==> src/design/ir90_pkg.sv <==
// Package for the rotate engine: widths, codes, result descriptor, helpers.
package ir90_pkg;

  // Fixed field widths of the streams.
  localparam int PIX_W     = 24;
  localparam int COORD_W   = 9;
  localparam int STATUS_W  = 2;

  // Configuration port.
  localparam int CFG_BITS      = 10;
  localparam int CFG_ADDR_BITS = 3;
  localparam int CFG_DATA_BITS = 32;
  localparam logic [CFG_BITS-1:0] CFG_DIM_RESET = 10'd512;

  // Default geometry.
  localparam int DEF_MAX_WIDTH  = 512;
  localparam int DEF_MAX_HEIGHT = 512;
  localparam int DEF_PIXEL_BITS = 24;

  // Register indexes (word address bit).
  localparam logic REG_WIDTH  = 1'b0;
  localparam logic REG_HEIGHT = 1'b1;

  // Result status codes.
  localparam logic [STATUS_W-1:0] ST_OK         = 2'd0;
  localparam logic [STATUS_W-1:0] ST_NOT_LOADED = 2'd1;
  localparam logic [STATUS_W-1:0] ST_DROPPED    = 2'd2;

  // Descriptor of the result a word produces.
  typedef struct packed {
    logic                has_res;
    logic [COORD_W-1:0]  row;
    logic [COORD_W-1:0]  col;
    logic                last;
    logic [STATUS_W-1:0] status;
  } res_t;

  // Bits needed to index n entries, at least one.
  function automatic int idx_bits(input int n);
    return ($clog2(n) > 0) ? $clog2(n) : 1;
  endfunction

  // Register value to usable dimension: zero acts as 1, above max as max.
  function automatic int clamp_dim(input logic [CFG_BITS-1:0] v, input int max_dim);
    int res;
    res = int'(v);
    if (res == 0) begin
      res = 1;
    end else if (res > max_dim) begin
      res = max_dim;
    end
    return res;
  endfunction

endpackage

==> src/design/ir90_seq.sv <==
// Address sequencer: source write counters and rotated read walk over the store.
module ir90_seq #(
  parameter int MAX_WIDTH  = ir90_pkg::DEF_MAX_WIDTH,
  parameter int MAX_HEIGHT = ir90_pkg::DEF_MAX_HEIGHT,
  parameter int PIXEL_BITS = ir90_pkg::DEF_PIXEL_BITS
) (
  input  logic                                                  clk,
  input  logic                                                  rst_n,
  input  logic [$clog2(MAX_WIDTH+1)-1:0]                        eff_w,
  input  logic [$clog2(MAX_HEIGHT+1)-1:0]                       eff_h,
  input  logic                                                  rearm,
  input  logic                                                  acc,
  input  logic                                                  mode,
  input  logic [ir90_pkg::PIX_W-1:0]                            pixel_in,
  output logic                                                  ram_we,
  output logic [ir90_pkg::idx_bits(MAX_WIDTH*MAX_HEIGHT)-1:0]   ram_waddr,
  output logic [PIXEL_BITS-1:0]                                 ram_wdata,
  output logic                                                  ram_re,
  output logic [ir90_pkg::idx_bits(MAX_WIDTH*MAX_HEIGHT)-1:0]   ram_raddr,
  output ir90_pkg::res_t                                        res
);
  import ir90_pkg::*;

  localparam int WW = $clog2(MAX_WIDTH + 1);
  localparam int HW = $clog2(MAX_HEIGHT + 1);
  localparam int CW = idx_bits(MAX_WIDTH);
  localparam int RW = idx_bits(MAX_HEIGHT);
  localparam int AW = idx_bits(MAX_WIDTH * MAX_HEIGHT);

  // Write side: column within row, row count (eff_h means full), linear address
  logic [CW-1:0] wcol_r, wcol_nxt;
  logic [HW-1:0] wrow_r, wrow_nxt;
  logic [AW-1:0] waddr_r, waddr_nxt;
  // Read side: rotated row/col, start of the current source column, address
  logic [CW-1:0] rrow_r, rrow_nxt;
  logic [RW-1:0] rcol_r, rcol_nxt;
  logic [AW-1:0] cstart_r, cstart_nxt;
  logic [AW-1:0] raddr_r, raddr_nxt;

  logic full, wcol_end, rcol_end, rrow_end;

  assign full     = (wrow_r == eff_h);
  assign wcol_end = (WW'(wcol_r) == eff_w - WW'(1));
  assign rcol_end = (HW'(rcol_r) == eff_h - HW'(1));
  assign rrow_end = (WW'(rrow_r) == eff_w - WW'(1));

  assign ram_waddr = waddr_r;
  assign ram_wdata = PIXEL_BITS'(pixel_in);
  assign ram_raddr = raddr_r;

  // Next-state and result decode for the accepted word
  always_comb begin
    wcol_nxt   = wcol_r;
    wrow_nxt   = wrow_r;
    waddr_nxt  = waddr_r;
    rrow_nxt   = rrow_r;
    rcol_nxt   = rcol_r;
    cstart_nxt = cstart_r;
    raddr_nxt  = raddr_r;
    ram_we     = 1'b0;
    ram_re     = 1'b0;
    res        = '0;

    if (acc) begin
      if (!mode) begin
        if (!full) begin
          // store, and remember each row start: the last one is where reading begins
          ram_we    = 1'b1;
          waddr_nxt = waddr_r + AW'(1);
          if (wcol_r == '0) begin
            cstart_nxt = waddr_r;
            raddr_nxt  = waddr_r;
          end
          if (wcol_end) begin
            wcol_nxt = '0;
            wrow_nxt = wrow_r + HW'(1);
          end else begin
            wcol_nxt = wcol_r + CW'(1);
          end
        end else begin
          res.has_res = 1'b1;
          res.status  = ST_DROPPED;
        end
      end else if (!full) begin
        res.has_res = 1'b1;
        res.status  = ST_NOT_LOADED;
      end else begin
        // emit: walk up the source column, then step to the next column
        ram_re      = 1'b1;
        res.has_res = 1'b1;
        res.status  = ST_OK;
        res.row     = COORD_W'(rrow_r);
        res.col     = COORD_W'(rcol_r);
        if (rcol_end) begin
          rcol_nxt = '0;
          if (rrow_end) begin
            res.last  = 1'b1;
            wcol_nxt  = '0;
            wrow_nxt  = '0;
            waddr_nxt = '0;
            rrow_nxt  = '0;
          end else begin
            rrow_nxt   = rrow_r + CW'(1);
            cstart_nxt = cstart_r + AW'(1);
            raddr_nxt  = cstart_r + AW'(1);
          end
        end else begin
          rcol_nxt  = rcol_r + RW'(1);
          raddr_nxt = raddr_r - AW'(eff_w);
        end
      end
    end

    // register write restarts the frame
    if (rearm) begin
      wcol_nxt  = '0;
      wrow_nxt  = '0;
      waddr_nxt = '0;
      rrow_nxt  = '0;
      rcol_nxt  = '0;
    end
  end

  always_ff @(posedge clk) begin
    if (!rst_n) begin
      wcol_r  <= '0;
      wrow_r  <= '0;
      waddr_r <= '0;
      rrow_r  <= '0;
      rcol_r  <= '0;
    end else begin
      wcol_r  <= wcol_nxt;
      wrow_r  <= wrow_nxt;
      waddr_r <= waddr_nxt;
      rrow_r  <= rrow_nxt;
      rcol_r  <= rcol_nxt;
    end
  end

  // Read addresses are loaded while storing, before any read uses them
  always_ff @(posedge clk) begin
    cstart_r <= cstart_nxt;
    raddr_r  <= raddr_nxt;
  end
endmodule

==> config.mk <==
export PLATFORM = sky130hd
export DESIGN_NAME = ir90_seq
export DESIGN_NICKNAME = d
export VERILOG_FILES = /design/src/design/ir90_pkg.sv /design/src/design/ir90_seq.sv
export SDC_FILE = /design/constraint.sdc
export NUM_CORES = 1
export LEC_CHECK = 0
export BUFFER_PORTS_ARGS = -buffer_cell sky130_fd_sc_hd__buf_4
export CAP_MARGIN = 20
export CORE_MARGIN = 1.5
export CORE_UTILIZATION = 45
export CTS_BUF_LIST = sky130_fd_sc_hd__clkbuf_16
export DETAILED_ROUTE_END_ITERATION = 10
export HOLD_SLACK_MARGIN = 0.15
export PLACE_DENSITY = 0.67
export SKIP_CTS_REPAIR_TIMING = 1
export SYNTH_ARGS = -nofsm -noshare
export SYNTH_HDL_FRONTEND = slang
export SYNTH_SLANG_ARGS = --single-unit
export TNS_END_PERCENT = 20
==> constraint.sdc <==
create_clock -name clk -period 11.9 [get_ports clk]
set_input_delay 1.785 -clock clk [delete_from_list [all_inputs] [get_ports clk]]
set_output_delay 1.785 -clock clk [all_outputs]
set_load 0.02 [all_outputs]
Word level (Yosys, flattened, before mapping)
Index checks and enable logic that the tools add are counted.
W data, S select, Z words.
- multiplexer cells: 43
- equal/unequal tests: 10
- reductions and logical operators: 10
- bitwise logic cells: 1
- add/subtract/negate cells: 9
- operator list (kind ; count):
    $mux W18 ; 14
    $mux W9 ; 8
    $mux W10 ; 6
    $mux W19 ; 2
    $add A18 B1 Y18 const B ; 2
    $eq A9 B10 Y1 ; 3
    $add A9 B1 Y9 const B ; 3
    $mux W22 ; 1
    $sub A10 B1 Y10 const B ; 2
    $sub A18 B10 Y18 ; 1
    $reduce_and A6 Y1 ; 2
    $add A10 B1 Y10 const B ; 1
    $eq A10 B10 Y1 ; 1
    $mux W1 ; 10
    $reduce_and A5 Y1 ; 2
    $logic_not A9 Y1 ; 1
    $ne A2 B1 Y1 const B ; 3
    $mux W2 ; 2
    $ne A2 B2 Y1 const B ; 2
    $reduce_and A4 Y1 ; 1
    $reduce_bool A2 Y1 ; 2
    $ne A3 B3 Y1 const B ; 1
    $reduce_and A3 Y1 ; 1
    $reduce_or A2 Y1 ; 1
    $not A1 Y1 ; 1
- word-level logic and storage cells: 80
- register bits: 91

Longest topological paths before layout
- depth after elaboration: 7
- mapped depth: 14
- gate-level depth less buffers: 11

Worst setup path before layout
Ideal clock, no wire load.
- path kind: in2out
- start point: in eff_h[0]
- end point: out res[2] in the netlist's numbering
- stages on the path: 9
- data arrival time: 4.114 ns
- data required time: 10.115 ns
- path slack: 6.001 ns
- buffers on the path: 0
- cells stage by stage: inv_1 -> ha_1 -> nor2b_1 -> or4b_1 -> a2111oi_2 -> o311ai_1 -> nor3_2 -> nand2_1 -> nor2_1
- RTL lines (element ; RTL line ; source):
    from (decl) ; ir90_seq.sv:10 ; input logic [$clog2(MAX_HEIGHT+1)-1:0] eff_h,
    to (decl) ; ir90_seq.sv:20 ; output ir90_pkg::res_t res

==> impl_metrics.csv <==
group,metric,value,unit
power,powerDensity,96.1,nW/um^2
cells_and_area,final_cell_mix,"91 x buf_4, 75 x a21oi_1, 74 x nor2_1, 55 x dfxtp_1, 46 x xnor2_1",
power,ir_drop,0.0574,mV
global_routing,grt_max_degree,68,
global_routing,track_usage,0.212,
synthesis,synthArstFlopShare,0,
power,leakage,2.66,nW
min_path,min_from,"wrow_r[9]$_SDFFE_PP0P_",
global_routing,grt_pass1_wl,27600,um
sta,drv_slew,0,
drt,via_per_inst,5.93,
setup_path,path_max_fanout,18,
status,status,"finished, final reports clean",
cells_and_area,fin_util,0.521,
sta,hold_slack,0.489,ns
synthesis,synth_edf_count,36,
drt,drtIter0Drc,527,
clock_network,path_clk_slew,0.07,ns
sta,setup_viol,0,
setup_path,crit_slowest_cell,"or4b_1",
floorplan,fp-row-count,44,
synthesis,synth_ff_type,"dfxtp_1",
drt,vias,6178,
sta,worst_slew_pin_slew,1.10,ns
synthesis,ys_types,72,
setup_path,crit_chain,"buf_4 > inv_1 > ha_1 > nor2b_1 > or4b_1 > a2111oi_2 > o311ai_1 > nor3_2 > buf_4 > nand2_1 > nor2_1 > buf_4",
sta,rsz0062_at_grt,"false",
synthesis,syn_area,6750,sq um
global_routing,first_global_vias,5387,
synthesis,avgSynthCellArea,8.28,sq um
synthesis,synthesis.nets,888,
drt,ant_nets,0,
drt,routedWlPerCell,16.3,um
setup_path,worstPathArrival,4.37,ns
cells_and_area,layout.nets,925,
floorplan,ioPinCount,133,
sta,clock.fmax,0.162,GHz
place,gp_congestion,0.844,
setup_path,critPathLaunch,"eff_h[0]",
cells_and_area,fillers,1409,
cells_and_area,drive_gt1_frac,0.149,
floorplan,fp.dieH,125,um
cells_and_area,fin_cells,1041,
synthesis,ys_warn_count,0,
cells_and_area,area_growth,12.6,%
setup_path,max_stage_delay,0.53,ns
place,portBuffers,84,
floorplan,chipWidth,125,um
clock_network,clkSinkCount,91,
floorplan,start_util,0.462,
clock_network,h-tree-depth,3,
floorplan,dieArea,15700,sq um
sta,hold_viol_final,0,
drt,drt_wl_total,17000,um
setup_path,cpMostUsedCell,"buf_4",
sta,period_needed,6.16,ns
setup_path,reg2reg_from,"rcol_r[8]$_SDFFE_PP0P_",
cells_and_area,num_antenna_cells,0,
setup_path,required,10.12,ns
cells_and_area,mostFrequentLayoutCell,"buf_4",
place,dp_cells,1024,
synthesis,netlist_instances,815,
floorplan,core-area,14600,sq um
setup_path,start_kind,"input pin",
drt,dr.pass1.iters,6,
global_routing,grt_overflow,0,
sta,finalClockSkew,0.00630,ns
sta,relSlewSlack,0.260,
setup_path,cp-end-kind,"primary output",
sta,finalSetupTns,0,ns
run,max_cap_viol_count,0,
power,power,0.000730,W
place,hpwlAfterDp,12400,um
synthesis,yosysSeqAreaShare,0.324,
clock_network,ctsLongestPathBuffers,2,
clock_network,cts-root-buf,"clkbuf_16",
clock_network,numCtsBuffers,9,
setup_path,crit_type,"in2out",
global_routing,grt_antenna_before_repair,0,
clock_network,cts_tree,"done",
sta,fin_crit_sh,0.517,
clock_network,clock_latency,0.35,ns
synthesis,ys_ff_latch,91,
drt,drc,0,
min_path,min_path_type,"reg2reg",
cells in the mapped netlist, types with 6 or more instances:
cell type | count | area share
nor2_1 | 74 | 0.041
o31ai_1 | 25 | 0.028
nor4_1 | 11 | 0.010
clkbuf_1 | 27 | 0.015
nand2_1 | 38 | 0.021
nand4_1 | 29 | 0.027
a211oi_1 | 16 | 0.018
inv_1 | 29 | 0.016
o41ai_1 | 6 | 0.0078
and2_1 | 26 | 0.024
nor2b_1 | 12 | 0.011
or4b_1 | 6 | 0.0089
nand2b_1 | 10 | 0.0093
o21ai_0 | 27 | 0.020
ha_1 | 23 | 0.043
or3_1 | 16 | 0.015
nand3_1 | 38 | 0.028
dfxtp_1 | 55 | 0.16
buf_4 | 24 | 0.027
and3_1 | 11 | 0.010
edfxtp_1 | 36 | 0.16
xnor2_1 | 46 | 0.060
nor3_1 | 19 | 0.014
xor2_1 | 26 | 0.034
or4_1 | 18 | 0.020
a21oi_1 | 75 | 0.056
cell type report:
class / count / area [sq um] / share of cell area
multi-input cells: 629 / 4080 / 0.537
repair buffers: 92 / 703 / 0.0926
inverters: 29 / 109 / 0.0143
clock buffers: 9 / 225 / 0.0296
clock inverters: 7 / 65.1 / 0.00856
well taps: 184 / 230 / 0.0303
flip-flops and latches: 91 / 2180 / 0.287
where the power goes:
part           switching, W  internal, W
Clock              0.000137     0.000147
Combinational     0.0000642    0.0000430
Sequential       0.00000610     0.000333
state kept, by name (all words and copies together) (netlist names):
register and flops:
cstart_r 18, wcol_r 9, rcol_r 9, rrow_r 9, ram_raddr 18, wrow_r 10
ram_waddr 18
stage by stage:
step	instance area, sq um	worst slack [ns]
after CTS	7580	5.73
after detailed placement	7290	5.73
after global placement	7290	5.79
final	7600	5.74
after global routing	7600	5.51
after floorplan	6750	6.00
cell families after synthesis:
logic type,synth area share
buffers and inverters,0.0727
adder cells (fa/ha/maj),0.0456
XOR/XNOR,0.0935
multiplexers,0.00482
AND/OR/NAND/NOR,0.266
flip-flops,0.324
AO/OA/AOI/OAI,0.194
layer usage:
| metal | vias up | part of all wire | GRT usage |
|---|---|---|---|
| li1 | 3069 | - | - |
| met1 | 2854 | 0.49 | 0.323 |
| met2 | 233 | 0.42 | 0.305 |
| met3 | 22 | 0.077 | 0.0411 |
| met4 | 0 | 0.012 | 0.0528 |
| met5 | - | 0 | 0 |
worst paths after layout:
check	end	slack (ns)	depth (start not counted)
min reg2reg	wrow_r[9]$_SDFFE_PP0P_	0.49	2
max reg2reg	wrow_r[7]$_SDFFE_PP0P_	8.24	8
min	wrow_r[9]$_SDFFE_PP0P_	0.49	2
max	res[2]	5.74	12
critical path: cells and delay by family:
family	cells	cell delay (ns)
AO/OA/AOI/OAI	2	0.51
adder cells (fa/ha/maj)	1	0.23
buffers and inverters	4	0.58
AND/OR/NAND/NOR	5	1.26
(Power assumes the default switching activity.)
