## src/design/ir90_pkg.sv

```systemverilog
// Package for the rotate engine: widths, codes, result descriptor, helpers.
package ir90_pkg;

  // Fixed field widths of the streams.
  localparam int PIX_W     = 24;
  localparam int COORD_W   = 9;
  localparam int STATUS_W  = 2;

  // Configuration port.
  localparam int CFG_BITS      = 10;
  localparam int CFG_ADDR_BITS = 3;
  localparam int CFG_DATA_BITS = 32;
  localparam logic [CFG_BITS-1:0] CFG_DIM_RESET = 10'd512;

  // Default geometry.
  localparam int DEF_MAX_WIDTH  = 512;
  localparam int DEF_MAX_HEIGHT = 512;
  localparam int DEF_PIXEL_BITS = 24;

  // Register indexes (word address bit).
  localparam logic REG_WIDTH  = 1'b0;
  localparam logic REG_HEIGHT = 1'b1;

  // Result status codes.
  localparam logic [STATUS_W-1:0] ST_OK         = 2'd0;
  localparam logic [STATUS_W-1:0] ST_NOT_LOADED = 2'd1;
  localparam logic [STATUS_W-1:0] ST_DROPPED    = 2'd2;

  // Descriptor of the result a word produces.
  typedef struct packed {
    logic                has_res;
    logic [COORD_W-1:0]  row;
    logic [COORD_W-1:0]  col;
    logic                last;
    logic [STATUS_W-1:0] status;
  } res_t;

  // Bits needed to index n entries, at least one.
  function automatic int idx_bits(input int n);
    return ($clog2(n) > 0) ? $clog2(n) : 1;
  endfunction

  // Register value to usable dimension: zero acts as 1, above max as max.
  function automatic int clamp_dim(input logic [CFG_BITS-1:0] v, input int max_dim);
    int res;
    res = int'(v);
    if (res == 0) begin
      res = 1;
    end else if (res > max_dim) begin
      res = max_dim;
    end
    return res;
  endfunction

endpackage

```

## src/design/ir90_cfg.sv

```systemverilog
// APB register file: image width and height, clamped dimensions, rearm strobe.
module ir90_cfg #(
  parameter int MAX_WIDTH  = ir90_pkg::DEF_MAX_WIDTH,
  parameter int MAX_HEIGHT = ir90_pkg::DEF_MAX_HEIGHT
) (
  input  logic                                   clk,
  input  logic                                   rst_n,
  input  logic                                   psel,
  input  logic                                   penable,
  input  logic                                   pwrite,
  input  logic [ir90_pkg::CFG_ADDR_BITS-1:0]     paddr,
  input  logic [ir90_pkg::CFG_DATA_BITS-1:0]     pwdata,
  output logic [ir90_pkg::CFG_DATA_BITS-1:0]     prdata,
  output logic                                   pready,
  output logic [$clog2(MAX_WIDTH+1)-1:0]         eff_w,
  output logic [$clog2(MAX_HEIGHT+1)-1:0]        eff_h,
  output logic                                   rearm
);
  import ir90_pkg::*;

  localparam int WW = $clog2(MAX_WIDTH + 1);
  localparam int HW = $clog2(MAX_HEIGHT + 1);

  logic [CFG_BITS-1:0] width_r, height_r;
  logic [WW-1:0]       eff_w_r;
  logic [HW-1:0]       eff_h_r;
  logic                wr_en;
  logic                reg_sel;

  assign pready  = 1'b1;
  assign reg_sel = paddr[2];
  assign wr_en   = psel && penable && pwrite;
  assign rearm   = wr_en;
  assign eff_w   = eff_w_r;
  assign eff_h   = eff_h_r;

  // Raw registers plus their clamped copies
  always_ff @(posedge clk) begin
    if (!rst_n) begin
      width_r  <= CFG_DIM_RESET;
      height_r <= CFG_DIM_RESET;
      eff_w_r  <= WW'(clamp_dim(CFG_DIM_RESET, MAX_WIDTH));
      eff_h_r  <= HW'(clamp_dim(CFG_DIM_RESET, MAX_HEIGHT));
    end else if (wr_en) begin
      case (reg_sel)
        REG_WIDTH: begin
          width_r <= pwdata[CFG_BITS-1:0];
          eff_w_r <= WW'(clamp_dim(pwdata[CFG_BITS-1:0], MAX_WIDTH));
        end
        REG_HEIGHT: begin
          height_r <= pwdata[CFG_BITS-1:0];
          eff_h_r  <= HW'(clamp_dim(pwdata[CFG_BITS-1:0], MAX_HEIGHT));
        end
        default: begin
          width_r <= width_r;
        end
      endcase
    end
  end

  // Read mux
  always_comb begin
    case (reg_sel)
      REG_WIDTH:  prdata = CFG_DATA_BITS'(width_r);
      REG_HEIGHT: prdata = CFG_DATA_BITS'(height_r);
      default:    prdata = '0;
    endcase
  end
endmodule

```

## config.mk

```make
export PLATFORM = sky130hd
export DESIGN_NAME = ir90_cfg
export DESIGN_NICKNAME = d
export VERILOG_FILES = /design/src/design/ir90_pkg.sv /design/src/design/ir90_cfg.sv
export SDC_FILE = /design/constraint.sdc
export NUM_CORES = 1
export LEC_CHECK = 0
export BUFFER_PORTS_ARGS = -buffer_cell sky130_fd_sc_hd__buf_4
export CAP_MARGIN = 20
export CORE_MARGIN = 3
export CORE_UTILIZATION = 29
export DETAILED_ROUTE_END_ITERATION = 10
export HOLD_SLACK_MARGIN = 0.15
export PLACE_DENSITY_LB_ADDON = 0.1
export SLEW_MARGIN = 0
export SYNTH_ARGS = -nofsm -noshare
export SYNTH_HDL_FRONTEND = slang
export SYNTH_SLANG_ARGS = --single-unit
export TNS_END_PERCENT = 10
```

## constraint.sdc

```tcl
create_clock -name clk -period 3.05 [get_ports clk]
set_input_delay 0.7625 -clock clk [delete_from_list [all_inputs] [get_ports clk]]
set_output_delay 0.7625 -clock clk [all_outputs]
set_load 0.02 [all_outputs]
```

**Word-level counts from Yosys, hierarchy flattened**

Cells that the tools add are included.

- Bits in registers: 40
- Bits in latches: 0
- Bits in writable memories: 0
- ROM bits: 0
- Bits of input ports: 40
- Word-level logic and storage cells: 14
- Memories: 0

- Add/subtract/negate cells: 0
- Multipliers: 0
- Divide/modulo/power cells: 0
- Order comparisons: 1
- Equality and inequality tests: 0
- Shift operators: 0
- Muxes and demuxes: 3
- Bitwise logic cells: 1
- Reduce and logical (&&, ||, !) cells: 5

Operators with widths:

| cell | count |
|---|---|
| one-hot mux 32 bit (2 select lines) | 1 |
| two-way mux 10 bit | 2 |
| greater-than comparator 10 bit, second input constant | 1 |
| zero test 10 bit | 1 |
| AND reduction 2 bit | 2 |
| logical AND 1 bit | 2 |
| inverter 1 bit | 1 |

**Logic depth before layout (Yosys ltp)**

Gate-level depths: netlist (run 1).

- Depth after elaboration: 3
- Depth in mapped cells: 5

**Least setup slack after synthesis (run 1)**

Ideal clock, no wire load.

- Kind: input to output
- Start: input paddr[2] (netlist name)
- End: output prdata[0] (netlist name)
- Data arrival time: 1.355 ns
- Data required time: 2.288 ns
- Slack: 0.933 ns
- Stages: 2
- Buffers on the path: 1
- Cells stage by stage: buf_2 > mux2_2

- Word-level cells in the longest chain between the ends: 2

RTL lines:

| item | line | source |
|---|---|---|
| start: declaration | ir90_cfg.sv:11 | `input logic [ir90_pkg::CFG_ADDR_BITS-1:0] paddr,` |
| inverter 1 bit (no line) | -- |  |
| one-hot mux 32 bit (2 select lines) (*) | ir90_cfg.sv:63 | `case (reg_sel)` |
| end: declaration | ir90_cfg.sv:13 | `output logic [ir90_pkg::CFG_DATA_BITS-1:0] prdata,` |

Mark *: on every way between the ends. The rest lies on a longest branch, timed or not. The select of a mux whose other input is x is not followed.

**Worst setup path after layout (run 1)**

- Start: input paddr[2] (netlist name)
- End: output prdata[6] (netlist name)

The elaborated chain is that of the path after synthesis.

==> out/results.ini, run 1 <==
[pwr]
pwr-share-seq=0.467
power_frac_comb=0.113
clock_power_share=0.420
p_sw_mw=0.286
p_leak_nw=0.922
p_per_area_mw_per_mm2=507
power.total_mw=1.15
switching_share=0.249
ir_worst_vdd_v=0.000253
power.internal_mw=0.864

[sta]
maxSlewHeadroom=0.602
setup_ws_ps=765
finalSetupTns_ps=0
finalHoldViolCount=0
slew_violations=0
tightest_slew_ps=595
period_minus_slack_ps=2280
setup-violations-final=0
rsz0062_at_grt=false
max_freq_mhz=438
fin_skew_ps=0
fin_crit_sh=0.749

[die]
start_util=0.304
row_count=28
core_area_mm2=0.00603
die_w_um=85.5
die_height_um=85.5
die-area_mm2=0.00731
num_io_pins=94

[clock_network]
clkSinkCount=40
cts-buffers-inserted=5
cts_tree=done
htreeDepth=2
path_clk_slew_ps=80
cts_setup_buffers=0
clock-root-buffer=clkbuf_8
cts_buffer_depth=2
postCtsHoldBufs=0
clk_latency_ps=290
cts_resized=0

[final_layout]
fin_cells=339
fillers=658
utilization=0.377
diodes=0
mostFrequentLayoutCell=nand2_1
area_growth_pct=23.9
final_nets=303
drive_gt1_frac=0.277
final_cell_mix=nand2_1, buf_4, dfxtp_1, a21oi_1, conb_1

[hold_path]
hold_path.class=reg2reg

[route]
ant_nets=0
first_pass_iters=4
routed_wl_um=4580
wl_per_cell_um=13.5
drtIter0Drc=68
vias=1501
viasPerCell=4.43
drc=0

[setup_path]
cp.arrival_ps=1520
path_max_fanout=17
crit_path_end_kind=output pin
worst-setup-path-type=in2out
crit_required_ps=2290
critPathLaunchType=primary input

[place]
port_buffers=46
routabilityCongestion=0.683
place_inst=331
placement.setup.worst_slack_ps=760
dpl.hpwl_um=3310

[synthesis]
seq_area_frac_synth=0.437
ys_seq_elements=40
syn_inst=219
netlist_area_mm2=0.00183
synthDistinctLibCells=25
avgSynthCellArea_um2=8.36
yosysWarnings=0

[global_route]
grt_pass1_wl_um=7200
grt.total_usage=0.128
overflow=0
grt_max_degree=35
antenna_found_initial=0
grt_pass1_vias=1460

[status]
status=complete, no violations

[job]
cap_violations=0

-- layer usage --
| layer | share of wire | routed length, um | track usage | vias up |
|---|---|---|---|---|
| li1 | - | - | - | 768 |
| met2 | 0.43 | 1990 | 0.192 | 50 |
| met5 | 0 | 0 | 0 | - |
| met1 | 0.48 | 2190 | 0.174 | 675 |
| met4 | 0.016 | 74 | 0.0518 | 0 |
| met3 | 0.071 | 324 | 0.0340 | 8 |
-- registers in the layout, indices dropped and copies added (netlist names) --
signal    flops
width_r      10
eff_h        10
height_r     10
eff_w        10
-- cell usage after synthesis --
cell	number	area, um^2
mux2_2	10	113
conb_1	2	7.51
o21ai_0	2	10.0
nand2_1	66	248
a21oi_1	32	160
buf_4	25	188
nor3_1	2	10.0
inv_1	2	7.51
and4b_1	1	10.0
a21o_1	4	30.0
nor2_1	2	7.51
and4_1	1	8.76
a311oi_1	2	17.5
dfxtp_1	40	801
nor2b_1	7	43.8
clkbuf_1	5	18.8
nor4_4	2	42.5
nand4_1	2	12.5
buf_6	2	22.5
and3_1	1	6.26
a211oi_2	2	25.0
clkinv_1	1	3.75
nand4b_1	1	8.76
a211oi_1	2	15.0
buf_2	3	15.0
-- worst max-delay path: stages --
cell,delay [ps]
buf_4,220
mux2_2,380
buf_4,160
-- power by group through the flow --
stage               registers, mW  logic (mW)  clock network (mW)
detailed placement          0.550       0.131                   0
floorplan                   0.554      0.0955                   0
global placement            0.550       0.131                   0
finish                      0.537       0.130               0.482
CTS                         0.538       0.131               0.497
global route                0.539       0.142               0.519
-- cell families (layout without fill, tap and decap cells) --
group | count (synthesis) | after routing | synth area share
DFF | 40 | 40 | 0.437
and+or+nand+nor | 85 | 85 | 0.217
other | 2 | 23 | 0.00410
muxes | 10 | 10 | 0.0615
AOI/OAI and AO/OA | 44 | 44 | 0.141
buffers and inverters | 38 | 62 | 0.139
-- stage by stage --
stage | area [um^2] | hold WS, ps
final | 2270 | 454
after global routing | 2270 | 478
after CTS | 2270 | 458
after detailed placement | 2140 | 441
after global placement | 2140 | 433
after floorplan | 1910 | 421
-- area by class of cell --
| cell class | count | area [um^2] | share of cell area |
|---|---|---|---|
| clock buffer | 7 | 96.3 | 0.0424 |
| clock inverter | 1 | 30.0 | 0.0132 |
| inverter | 3 | 11.3 | 0.00496 |
| multi-input combinational | 162 | 855 | 0.377 |
| sequential | 40 | 801 | 0.353 |
| tap | 75 | 93.8 | 0.0413 |
| timing repair buffer | 51 | 383 | 0.169 |
-- final timing paths --
| check | slack (ps) | end | start | depth (start not counted) |
|---|---|---|---|---|
| worst max-delay path | 770 | prdata[6] | paddr[2] | 3 |
| worst min register to register | 450 | width_r[9]$_SDFFE_PN1P_ | width_r[9]$_SDFFE_PN1P_ | 1 |
| worst max register to register | 2340 | eff_w[6]$_SDFFE_PN0P_ | eff_w[6]$_SDFFE_PN0P_ | 2 |
| worst min-delay path | 450 | width_r[9]$_SDFFE_PN1P_ | width_r[9]$_SDFFE_PN1P_ | 1 |
Note: power is estimated with default switching activity, not from simulation.
==> run 2, diff against run 1 <==
clock period = 2 ns   (was 3.05 ns; I/O delays follow)
==> run 2 against run 1 <==
Against the previous run: flip-flop and latch count did not move; first-iteration DRC count fell by 26%; register-to-register slack got worse by 1000 ps; count of clock-buffer cells in the layout did not move; clock power rose by 20%.
==> out/results.ini, run 2 (synthesized netlist as in run 1, its figures left out) <==
[status]
status=complete, no violations

[global_route]
grt_pass1_wl_um=7250
grt_max_degree=35
overflow=0
antenna_found_initial=0
grt.total_usage=0.127
grt_pass1_vias=1443

[die]
die-area_mm2=0.00731
start_util=0.304
row_count=28
die_height_um=85.5
num_io_pins=94
die_w_um=85.5
core_area_mm2=0.00603

[place]
routabilityCongestion=0.695
dpl.hpwl_um=3290
dpl_cell_area_mm2=0.00217
port_buffers=46
place_inst=334
placement.setup.worst_slack_ps=231

[route]
ant_nets=0
drtIter0Drc=50
routed_wl_um=4580
first_pass_iters=4
vias=1533
drc=0
viasPerCell=4.50
wl_per_cell_um=13.4

[setup_path]
reg2reg_depth=2
reg2reg_from=eff_w[6]$_SDFFE_PN0P_
crit_required_ps=1500
cp.arrival_ps=1270
r2r_end=eff_w[6]$_SDFFE_PN0P_
worst-setup-path-type=in2out
crit_path_end_kind=output pin
critPathLaunchType=primary input
cp-startpoint=paddr[2]
path_max_fanout=17
regToRegSetupSlack_ps=1300

[clock_network]
cts_setup_buffers=0
clock-root-buffer=clkbuf_8
postCtsHoldBufs=0
cts-buffers-inserted=5
cts_tree=done
path_clk_slew_ps=70
cts_buffer_depth=2
cts_resized=0
clkSinkCount=40
htreeDepth=2
clk_latency_ps=290

[final_layout]
diodes=0
stdcell_area_mm2=0.00226
utilization=0.375
area_growth_pct=23.5
drive_gt1_frac=0.282
fin_cells=341
mostFrequentLayoutCell=nand2_1
final_cell_mix=nand2_1, buf_4, dfxtp_1, a21oi_1, conb_1
final_nets=306

[sta]
fin_crit_sh=0.883
fin_skew_ps=0
setup-violations-final=0
rsz0062_at_grt=false
slew_violations=0
finalHoldViolCount=0
finalSetupTns_ps=0
setup_ws_ps=233
period_minus_slack_ps=1770
max_freq_mhz=566
hold_ws_ps=453

[hold_path]
holdPathEnd=width_r[2]$_SDFFE_PN0P_
worstHoldPathCells=2
min_from=width_r[2]$_SDFFE_PN0P_
hold_path.class=reg2reg

[pwr]
ir_worst_vdd_v=0.000384
power.total_mw=1.60
p_leak_nw=0.922
p_per_area_mw_per_mm2=707

[job]
cap_violations=0

==> run 2: power by group <==
group / total (mW) / leakage, nW / internal (mW) / switching [mW]
clock: 0.579 / 0.0503 / 0.307 / 0.272
sequential: 0.820 / 0.324 / 0.812 / 0.00773
combinational: 0.201 / 0.548 / 0.0669 / 0.134
total: 1.60 / 0.922 / 1.19 / 0.414
==> run 2: how the worst max path moves through the flow <==
| stage | endpoint |
|---|---|
| CTS | prdata[6] |
| detailed placement | prdata[6] |
| global route | prdata[4] |
| finish | prdata[6] |
| floorplan | prdata[0] |
| global placement | prdata[6] |
==> run 2: critical path, cell delays in order <==
cell    delay [ps]
buf_4          230
mux2_2         370
buf_4          160
==> run 2: metal layers <==
| metal | global-route usage | part of all wire | routed length [um] | vias up |
|---|---|---|---|---|
| li1 | - | - | - | 774 |
| met1 | 0.161 | 0.45 | 2070 | 707 |
| met4 | 0.0345 | 0.010 | 48 | 0 |
| met2 | 0.203 | 0.47 | 2130 | 46 |
| met3 | 0.0505 | 0.070 | 322 | 6 |
| met5 | 0 | 0 | 0 | - |
==> run 2: area by class of cell <==
| class | instances | area [um^2] |
|---|---|---|
| fill | 664 | 3760 |
| multi-input combinational | 162 | 855 |
| sequential | 40 | 801 |
| timing repair buffer | 54 | 405 |
| clock buffer | 7 | 96.3 |
| tap | 75 | 93.8 |
| inverter | 3 | 11.3 |
